$ cat src/design/fspa_pkg.sv
package fspa_pkg;

    localparam int MAX_SLOTS       = 1024;
    localparam int ADDR_BITS       = 32;
    localparam int LINK_ALIGN_LOG2 = 3;

    localparam int SLOT_W          = 17;
    localparam int ALIGN_W         = 4;
    localparam int OP_W            = 2;
    localparam int STATUS_W        = 3;
    localparam int CFG_IDX_W       = 2;
    localparam int MIN_SLOT_BYTES  = 8;

    localparam logic [OP_W-1:0] OP_ALLOC  = 2'd0;
    localparam logic [OP_W-1:0] OP_FREE   = 2'd1;
    localparam logic [OP_W-1:0] OP_REFILL = 2'd2;

    localparam logic [STATUS_W-1:0] ST_OK           = 3'd0;
    localparam logic [STATUS_W-1:0] ST_EMPTY        = 3'd1;
    localparam logic [STATUS_W-1:0] ST_TOO_LARGE    = 3'd2;
    localparam logic [STATUS_W-1:0] ST_OVER_ALIGNED = 3'd3;
    localparam logic [STATUS_W-1:0] ST_FULL         = 3'd4;

    localparam logic [CFG_IDX_W-1:0] CFG_SLOT_BYTES      = 2'd0;
    localparam logic [CFG_IDX_W-1:0] CFG_SLOT_ALIGN_LOG2 = 2'd1;
    localparam logic [CFG_IDX_W-1:0] CFG_REGION_BASE     = 2'd2;
    localparam logic [CFG_IDX_W-1:0] CFG_REGION_LENGTH   = 2'd3;

    localparam logic [SLOT_W-1:0]  SLOT_BYTES_RESET  = 17'd8;
    localparam logic [ALIGN_W-1:0] SLOT_ALIGN_RESET  = 4'd3;

    typedef struct packed {
        logic start;
        logic step;
    } fspa_carve_ctrl_t;

endpackage

$ cat src/design/fspa_carver.sv
module fspa_carver #(
    parameter int ADDR_BITS = fspa_pkg::ADDR_BITS
) (
    input  logic                         clk,
    input  logic                         rst_n,
    input  fspa_pkg::fspa_carve_ctrl_t   ctrl,
    input  logic [ADDR_BITS-1:0]         region_base,
    input  logic [ADDR_BITS-1:0]         region_length,
    input  logic [fspa_pkg::SLOT_W-1:0]  slot_bytes,
    input  logic [fspa_pkg::ALIGN_W-1:0] align_log2,
    output logic                         fit,
    output logic [ADDR_BITS-1:0]         slot_addr
);

    localparam int NEED_W = ((ADDR_BITS > fspa_pkg::SLOT_W) ? ADDR_BITS : fspa_pkg::SLOT_W) + 1;

    logic [ADDR_BITS-1:0] cur_reg, cur_next;
    logic [ADDR_BITS-1:0] rem_reg, rem_next;
    logic [ADDR_BITS-1:0] align_mask;
    logic [ADDR_BITS-1:0] pad;
    logic [NEED_W-1:0]    need;

    always_comb
    begin
        align_mask = ~({ADDR_BITS{1'b1}} << align_log2);
        pad        = (~cur_reg + ADDR_BITS'(1)) & align_mask;
        need       = NEED_W'(pad) + NEED_W'(slot_bytes);
        fit        = NEED_W'(rem_reg) >= need;
        slot_addr  = cur_reg + pad;
        cur_next   = cur_reg;
        rem_next   = rem_reg;
        if (ctrl.start)
        begin
            cur_next = region_base;
            rem_next = region_length;
        end
        else if (ctrl.step && fit)
        begin
            cur_next = slot_addr + ADDR_BITS'(slot_bytes);
            rem_next = ADDR_BITS'(NEED_W'(rem_reg) - need);
        end
    end

    // cur_reg keeps the stop point of the last walk
    always_ff @(posedge clk or negedge rst_n)
    begin
        if (!rst_n)
        begin
            cur_reg <= '0;
            rem_reg <= '0;
        end
        else
        begin
            cur_reg <= cur_next;
            rem_reg <= rem_next;
        end
    end

endmodule

$ cat config.mk
export PLATFORM = sky130hd
export DESIGN_NAME = fspa_carver
export DESIGN_NICKNAME = d
export VERILOG_FILES = /design/src/design/fspa_pkg.sv /design/src/design/fspa_carver.sv
export SDC_FILE = /design/constraint.sdc
export NUM_CORES = 1
export LEC_CHECK = 0
export BUFFER_PORTS_ARGS = -buffer_cell sky130_fd_sc_hd__buf_2
export CAP_MARGIN = 10
export CELL_PAD_IN_SITES_DETAIL_PLACEMENT = 0
export CELL_PAD_IN_SITES_GLOBAL_PLACEMENT = 2
export CORE_MARGIN = 2
export CORE_UTILIZATION = 34
export DETAILED_ROUTE_END_ITERATION = 7
export GPL_TIMING_DRIVEN = 0
export PLACE_DENSITY = 0.85
export SLEW_MARGIN = 40
export SYNTH_ARGS = -nofsm -noshare
export SYNTH_HDL_FRONTEND = slang
export SYNTH_SLANG_ARGS = --single-unit
$ cat constraint.sdc
create_clock -name clk -period 6.8 [get_ports clk]
set_input_delay 0.34 -clock clk [delete_from_list [all_inputs] [get_ports clk]]
set_output_delay 0.34 -clock clk [all_outputs]
set_load 0.02 [all_outputs]
==> results of run 1 <==
[final timing paths]
check | cells past startpoint | slack (ns) | end
worst max-delay path | 26 | 0.35 | cur_reg[18]
worst min-delay path | 3 | 0.20 | cur_reg[2]
worst max register to register | 26 | 0.35 | cur_reg[18]
worst min register to register | 2 | 0.53 | cur_reg[31]
max in group asynchronous | 3 | 5.86 | rem_reg[0]
min in group asynchronous | 2 | 0.41 | cur_reg[7]
[cell type report]
cell class | count | share of cell area
Inverter | 33 | 0.0137
Clock buffer | 12 | 0.0284
Multi-Input combinational cell | 840 | 0.635
Buffer | 51 | 0.0283
Antenna cell | 1 | 0.000277
Clock inverter | 3 | 0.00194
Sequential cell | 64 | 0.177
Tap cell | 280 | 0.0388
Timing Repair Buffer | 128 | 0.0761
[synthesized netlist by cell type, drive strengths merged (6+ instances only)]
cell / count
a31oi: 6
nor2: 79
a21oi: 83
buf: 20
nand2b: 14
a21o: 19
xnor2: 68
nand4: 9
and3: 7
a211oi: 14
nor3: 37
xor2: 33
mux2i: 18
or2: 10
nor2b: 13
o21ai: 79
and2: 9
a2111oi: 7
inv: 33
ha: 56
or3: 13
clkbuf: 32
nand2: 111
nand3: 28
nor4: 12
mux2: 6
o21bai: 9
o21a: 11
o211ai: 11
dfrtp: 64
[power by group through the flow]
| stage | Combinational (mW) | Clock [mW] | Sequential [mW] |
|---|---|---|---|
| floorplan | 2.12 | 0 | 0.554 |
| global placement | 2.74 | 0 | 0.585 |
| detailed placement | 2.75 | 0 | 0.587 |
| CTS | 2.79 | 0.469 | 0.581 |
| global route | 3.17 | 0.480 | 0.594 |
| finish | 2.84 | 0.455 | 0.582 |
[what timing repair did]
action,4_1_cts,5_1_grt
buffers inserted,0,5
hold endpoints to repair,21,0
resized for setup,6,27
hold buffers,1,0
endpoints found under the setup margin,35,57
pin swaps,0,4
[worst reg2reg max path: stages (launching register included)]
cell and delay (ns):
dfrtp_1 0.49, inv_1 0.14, ha_1 0.22, or3b_2 0.53
nor3_1 0.19, xor2_1 0.16, a21oi_1 0.08, ha_2 0.42
a21oi_1 0.08, a211o_1 0.30, a41oi_1 0.22, a41oi_1 0.13
a211oi_2 0.41, o21a_2 0.26, a21oi_1 0.10, xnor2_1 0.24
ha_1 0.35, a21oi_1 0.25, nand2_1 0.15, a211oi_4 0.36
o31ai_4 0.15, nor2_1 0.19, nor2_1 0.09, xnor2_1 0.15
a211oi_1 0.30, xor2_1 0.11, mux2_2 0.27
[metrics by stage]
step	total power [mW]	utilization	TNS (ns)
after CTS	3.84	0.407	0
after detailed placement	3.33	0.393	-10.48
final	3.88	0.412	0
after global routing	4.24	0.412	-0.000676
after floorplan	2.68	-	0
after global placement	3.33	0.390	-25.44
[routing by layer]
metal  wire [um]  track usage  part of all wire
met1       12400        0.304              0.46
met2       12400        0.373              0.47
met3        1300       0.0408             0.049
met4         549       0.0607             0.021
met5          13            0           0.00049
[cells by family (layout without fill, tap and decap cells)]
logic type	count (synthesis)	after routing	synth area share
fa+ha+maj	60	60	0.101
other cells	0	1	0
buf+inv	85	227	0.0463
mux	24	24	0.0326
flops	64	64	0.211
compound gates	293	293	0.251
xor+xnor	101	101	0.116
simple gates	362	362	0.241
==> results, run 1 <==
- When the netlist entered floorplanning its net count stood at 1137.
- Of the cells placed in the final design, the portion with a size suffix greater than 1 is 0.182.
- The floorplan step defined a die boundary enclosing 23500 um2.
- Setup violations remaining at the end of the flow were counted as 0.
- With fillers left out, the area of the finished cells amounts to 9020 um2.
- The number of global-route vias before repair is 7709.
- Buffers inserted during clock tree synthesis total 9.
- The CTS root buffer is clkbuf_16.
- The total congestion overflow is 0.
- The maximum operating frequency is 0.155 GHz.
- For this run, asynchronously set or reset flops after synthesis account for 1.00.
- The worst min-delay path category is input port to register.
- For this configuration, the core starts out at a cell density of 0.347.
- The post-layout net count is 1275.
- The area growth from synthesis to layout is 18.8%.
- The number of buffers and inverters on the critical path is 1.
- After synthesis, the netlist uses 81 different library cells.
- The cell internal power dissipation is 1.91 mW.
- The combinational fraction of design power is 0.733.
- The weighted congestion at the end of routability-driven global placement is 0.863.
- The switching power as a share of total power is 0.508.
- The primary flip-flop cell chosen by synthesis mapping is dfrtp_1.
- The worst path in the final design needs a cycle of 6.45 ns, including I/O delays and setup.
- For this run, the register share of the synthesized area comes to 0.211.
- The flow ran to the end, and the final reports show no timing, DRC or antenna violations.
- Dividing the final minimum period by the clock period gives 0.948.
- For this design, the slowest cell found on the critical path is or3b_2.
- The detailed-route via count is 7821.
- For this design the total switching power over the nets is 1.97 mW.
- TritonCTS built the clock tree.
- The total detailed-routing wirelength is 26.7 mm.
- The analysis attributes to cell leakage a power of 3.88 nW.
- The register clock-pin slew on the reported worst setup and hold paths is 0.06 ns.
- The core footprint is 21900 um2.
- For this design the ratio of total power to cell area is 429 nW/um2.
- The number of iterations in the first detailed-routing pass is 4.
- The number of placement rows is 54.
- The clock latency reported for the late side of the worst-skew pair is 0.34 ns.
- The remaining number of nets flagged by the antenna check after routing is 0.
- The number of ports placed on the die boundary is 122.
- Once routing completed, OpenROAD measured the worst setup slack at 0.353 ns.
- The count of pins over their slew limit was 0.
- The worst stage delay on the critical path is 0.53 ns.
- In the synthesized netlist, the number of instances is 989.
- The most used cell along the critical path is a21oi_1.
- The share of total power dissipated in the clock network is 0.117.
- After detailed routing, the average wire length per cell comes to 18.9 um.
- In the routed design, unresolved DRC markers number 0.
- The sequential power share is 0.150.
- The required time at the worst-slack endpoint is 7.03 ns.
- The highest net fanout along the worst path is 7.
- The H-tree was split into 3 levels.
- Averaged over all synthesized cells, the footprint is 7.68 um2.
- From bottom edge to top edge, the die measures 153 um.
- Entering global routing, the biggest net connects 44 pins.
- The count of cells in the finished layout, fillers not included, comes to 1412.
- The cell area after technology mapping is 7590 um2.
- The number of placed cells counting well taps is 1391.
- The type of destination of the critical path is a register.
- The reg-to-reg startpoint is cur_reg[0].
- The startpoint type of the worst setup path is a register.
- The count of final hold-check violations is 0.
- The area used by sequential logic in the layout is 1600 um2.
- The total routing resource utilization after global routing is 0.226.
- The clock sink count is 64.
- The detailed placement HPWL is 21.0 mm.
- The layout has 2373 filler cells.
- Sorting the synthesized cells by area gives the leading types as dfrtp_1 21%, ha_1 9.2%, xnor2_1 7.8%.
- The number of buffer cells added on primary ports is 120.
- The largest buffer count on any clock path is 2.
- The initial antenna violation count is 2.
- The placed instances occupy a cell area of 8600 um2.
- The clock skew is 0.0127 ns.
- The worst slack on hold paths is 0.202 ns.
- The synthesized design contains 0 enable-type register cells.
- The die is 153 um wide.
- The library cell used most frequently in the layout, excluding fill and tap cells, is buf_2.
- Yosys printed 0 warnings.
- Timing analysis after detailed placement gives a worst setup slack of -0.407 ns.
- The DRC marker count from the first detailed-route iteration is 361.
- The startpoint of the lowest-slack hold path is region_base[2].
- The worst setup path startpoint is cur_reg[0].
- The share of Yosys cell area claimed by the top area cell type is 0.211.
- The peak supply drop is 0.000180 V.
- The average vias per placed instance is 5.54.
- For the pin with the worst max-slew slack, the measured transition is 0.748 ns.
- The tool flagged a number of max-cap violations equal to 0.
- In the layout the commonest cells are 127 x buf_2, 111 x nand2_1, 81 x a21oi_1.
- The worst slew margin relative to its limit is 0.501.
- On the critical path the largest part of the delay comes from compound AO/OA/AOI/OAI gates.
- The arrival time of data at the critical path endpoint is 6.67 ns.
- The multi-input combinational cells in the finished layout cover a total of 5730 um2.
- The first-pass GRT wire length is 42.1 mm.
- The count of state elements after synthesis is 64.
- The worst setup path is of the register to register kind.
- The biggest area consumer among synthesized cells is dfrtp_1.
No activity file was read; power rests on OpenSTA's default activity.
==> run 2: changes to the inputs <==
--- a/config.mk
+++ b/config.mk
@@ -5,15 +5,17 @@
 export SDC_FILE = /design/constraint.sdc
 export NUM_CORES = 1
 export LEC_CHECK = 0
+export ABC_AREA = 1
 export BUFFER_PORTS_ARGS = -buffer_cell sky130_fd_sc_hd__buf_2
 export CAP_MARGIN = 10
 export CELL_PAD_IN_SITES_DETAIL_PLACEMENT = 0
 export CELL_PAD_IN_SITES_GLOBAL_PLACEMENT = 2
 export CORE_MARGIN = 2
-export CORE_UTILIZATION = 34
+export CORE_UTILIZATION = 32
+export CTS_BUF_LIST = sky130_fd_sc_hd__clkbuf_4 sky130_fd_sc_hd__clkbuf_8 sky130_fd_sc_hd__clkbuf_16
 export DETAILED_ROUTE_END_ITERATION = 7
 export GPL_TIMING_DRIVEN = 0
-export PLACE_DENSITY = 0.85
+export PLACE_DENSITY = 0.84
 export SLEW_MARGIN = 40
 export SYNTH_ARGS = -nofsm -noshare
 export SYNTH_HDL_FRONTEND = slang
==> run 2 against run 1 <==
- critical path depth up 6
- maximum frequency up 4.0%
- total power shrank 1.5%
- routed wire length rose by 9.2%
- clock-buffer cell count down 2
- hold slack improved by 0.0016 ns
- die area is 15% higher
==> results, run 2 <==
- Among all cell types in the netlist, the one instantiated most often is nand2_1.
- The count of pins over their slew limit is 0.
- The clock reaches the later pin of the worst-skew pair after 0.35 ns.
- The relative area change from synthesis to final layout is 15.9%.
- The share of the Yosys chip area taken by registers is 0.193.
- The worst setup path category is register to register.
- The summed negative setup slack over all endpoints is 0 ns.
- The count of final hold-check violations came to 0.
- The worst hold endpoint is rem_reg[17].
- Counting every sink on the clock net gives 64.
- Counting every net in the synthesized netlist gives 1441.
- The average vias per placed instance is 4.90.
- The first global-routing pass estimated 45.7 mm of wire.
- Summed over all nets, the half-perimeter wirelength after detailed placement is 24.7 mm.
- After clock tree synthesis, the clock-pin slew on the worst setup and hold paths is 0.06 ns.
- The remaining number of nets flagged by the antenna check after routing is 0.
- The reg-to-reg startpoint is cur_reg[0].
- The final instance area is 9590 um2.
- The initial antenna violation count is 0.
- The reg-to-reg setup timing slack is 0.60 ns.
- The core footprint is 25300 um2.
- In this run, synthesis produced a sequential element count of 64.
- Of all nets on the critical path, the largest fanout is 10.
- Across the VDD grid, the largest voltage drop is 0.000151 V.
- After synthesis, the most frequently instantiated cells are 401 x nand2_1, 130 x inv_1, 110 x nand3_1.
- In the final design database the tool counted 1573 nets.
- In the layout the commonest cells are 401 x nand2_1, 130 x inv_1, 127 x buf_2.
- The congestion estimate from routability-driven global placement came to 0.854.
- Setup repair after global routing left no endpoint under its margin.
- The number of placement rows is 58.
- The netlist uses 55 different library cells.
- Measured against its own limit, the worst slew margin works out to 0.427.
- The number of cells traversed by the worst hold path is 3.
- Wires add up to 29.2 mm.
- The number of clock buffers added by TritonCTS is 9.
- The layout cell share with drive strength beyond 1 is 0.179.
- Post-CTS timing repair inserted 0 buffers for setup.
- The startpoint type of the worst setup path is a register.
- The number of global-route vias before repair was 8421.
- The gate count of the mapped netlist is 1293.
- The type of destination of the critical path is a register.
- dfrtp_1 takes more of the synthesized area than any other cell.
- The number of max-cap violations is 0.
- The initial core utilization is 0.327.
- The worst min-delay path category is input port to register.
- The maximum operating frequency is 0.161 GHz.
- The CTS root buffer is clkbuf_16.
- Data on the critical path is required at its endpoint by 7.09 ns.
- For this run, the number of Yosys warnings is 0.
- Setup violations remaining at the end of the flow were counted as 0.
- The depth of the worst register-to-register path is 32.
- The primary flip-flop cell chosen by synthesis mapping is dfrtp_1.
- The largest buffer count on any clock path is 2.
- The startpoint identified for the worst hold timing path is region_length[17].
- At the pin with the least slew margin, the transition time is 0.857 ns.
- The count of flip-flops with a built-in enable after synthesis is 0.
- Across the routed clock network, the largest skew measured is 0.0114 ns.
- The detailed-route via count is 8627.
- The standard cell with the maximum stage delay on the critical path is a2111oi_1.
- The most used cell along the critical path is nand2_1.
- At the worst endpoint, the arrival time is 6.49 ns.
- The most frequent standard cell in the layout excluding fill and tap cells is nand2_1.
- Of the post-synthesis cell area, the dominant cell type holds 0.193.
- After synthesis the cells add up to 8280 um2.
- The share of flip-flops with an asynchronous set or reset after synthesis is 1.00.
- Once placement finished, the instance area stood at 9320 um2.
- The number of iterations in the first detailed-routing pass is 5.
- The total congestion overflow is 0.
- Once layout is complete, the utilization of the core stands at 0.379.
- The height of the die is 165 um.
- The endpoint identified for the worst register-to-register timing path is rem_reg[6].
- TritonCTS built the clock tree.
- The worst stage delay on the critical path is 0.68 ns.
- In the global route stage, overall resource usage came out at 0.223.
- The worst slack on hold paths is 0.203 ns.
- Counting I/O delays and the setup requirement, the final critical path takes 6.20 ns.
- The number of levels the H-tree was split into is 3.
- In the finished design, the share of the clock period the worst path needs comes to 0.912.
- Entering global routing, the biggest net connects 39 pins.
- In this run the horizontal extent of the chip is 165 um.
- The count of antenna diodes in the layout is 0.
- The flow ran to the end, and the final reports show no timing, DRC or antenna violations.
- The DRC marker count from the first detailed-route iteration is 411.
- For this design the ratio of total power to cell area is 398 nW/um2.
- The most critical setup path has its startpoint at cur_reg[0].
- Dividing the detail-routed wire length by the instance count gives 16.6 um.
- In this run the static leakage power is 4.83 nW.
- A synthesized cell averages 6.40 um2.
- After synthesis, the cell types taking the most area are dfrtp_1 19%, nand2_1 18%, ha_1 8.5%.
- The detailed-route DRC error count is 0.
- The die covers 27200 um2.
- The number of buffer cells added on primary ports is 119.
- For this design the top-level I/O count stands at 122.
## run 2: area by class of cell
type                            instances  area, um2
Fill cell                            2846      15700
Multi-Input combinational cell       1054       5990
Sequential cell                        64       1600
Timing Repair Buffer                  121        632
Inverter                              152        573
Tap cell                              330        413
Clock buffer                           10        233
Buffer                                 23        120
Clock inverter                          6       36.3
## run 2: worst max path at each step
stage	to	slack [ns]	depth (start not counted)
global placement	rem_reg[10]	0.52	32
global route	rem_reg[8]	0.09	32
CTS	rem_reg[6]	0.72	32
floorplan	rem_reg[10]	1.97	32
finish	rem_reg[6]	0.60	32
detailed placement	rem_reg[6]	0.74	32
## run 2: power by group
part / internal (mW) / switching (mW)
clock: 0.249 / 0.187
combinational: 0.993 / 1.77
sequential: 0.490 / 0.127
## run 2: layer usage
metal,GRT usage,part of all wire,vias to the layer above
li1,-,-,4525
met4,0.0621,0.020,0
met5,0,0,-
met3,0.0183,0.029,22
met2,0.368,0.46,140
met1,0.311,0.49,3940
## run 2: cell families (layout without fill, tap and decap cells)
logic type                 after synthesis  after routing  synth area share
xor gates and xnor gates                76             76            0.0804
AOI/OAI and AO/OA                      176            176             0.125
buffers and inverters                  175            312            0.0837
adders and majority gates               59             59            0.0919
and+or+nand+nor                        743            743             0.425
DFF                                     64             64             0.193
## run 2: stage by stage
stage          worst slack (ns)  power, mW  instances
3_5_place_dp              0.736       3.36       1743
3_3_place_gp              0.517       3.37       1742
6_report                  0.599       3.82       1760
4_1_cts                   0.715       3.82       1760
2_1_floorplan              1.97       2.66       1293
5_1_grt                  0.0897       4.22       1760
## run 2: what timing repair did
| action | in CTS | in global routing |
|---|---|---|
| hold buffers | 1 | 0 |
| endpoints found under the hold margin | 26 | 0 |
| resized for setup | 0 | 0 |
## run 2: critical path: cells and delay by family (launching register included)
kind	cells	cell delay, ns
compound gates	6	1.98
simple gates	17	1.79
buf+inv	5	0.90
fa+ha+maj	3	0.89
flops	1	0.41
xor+xnor	1	0.15
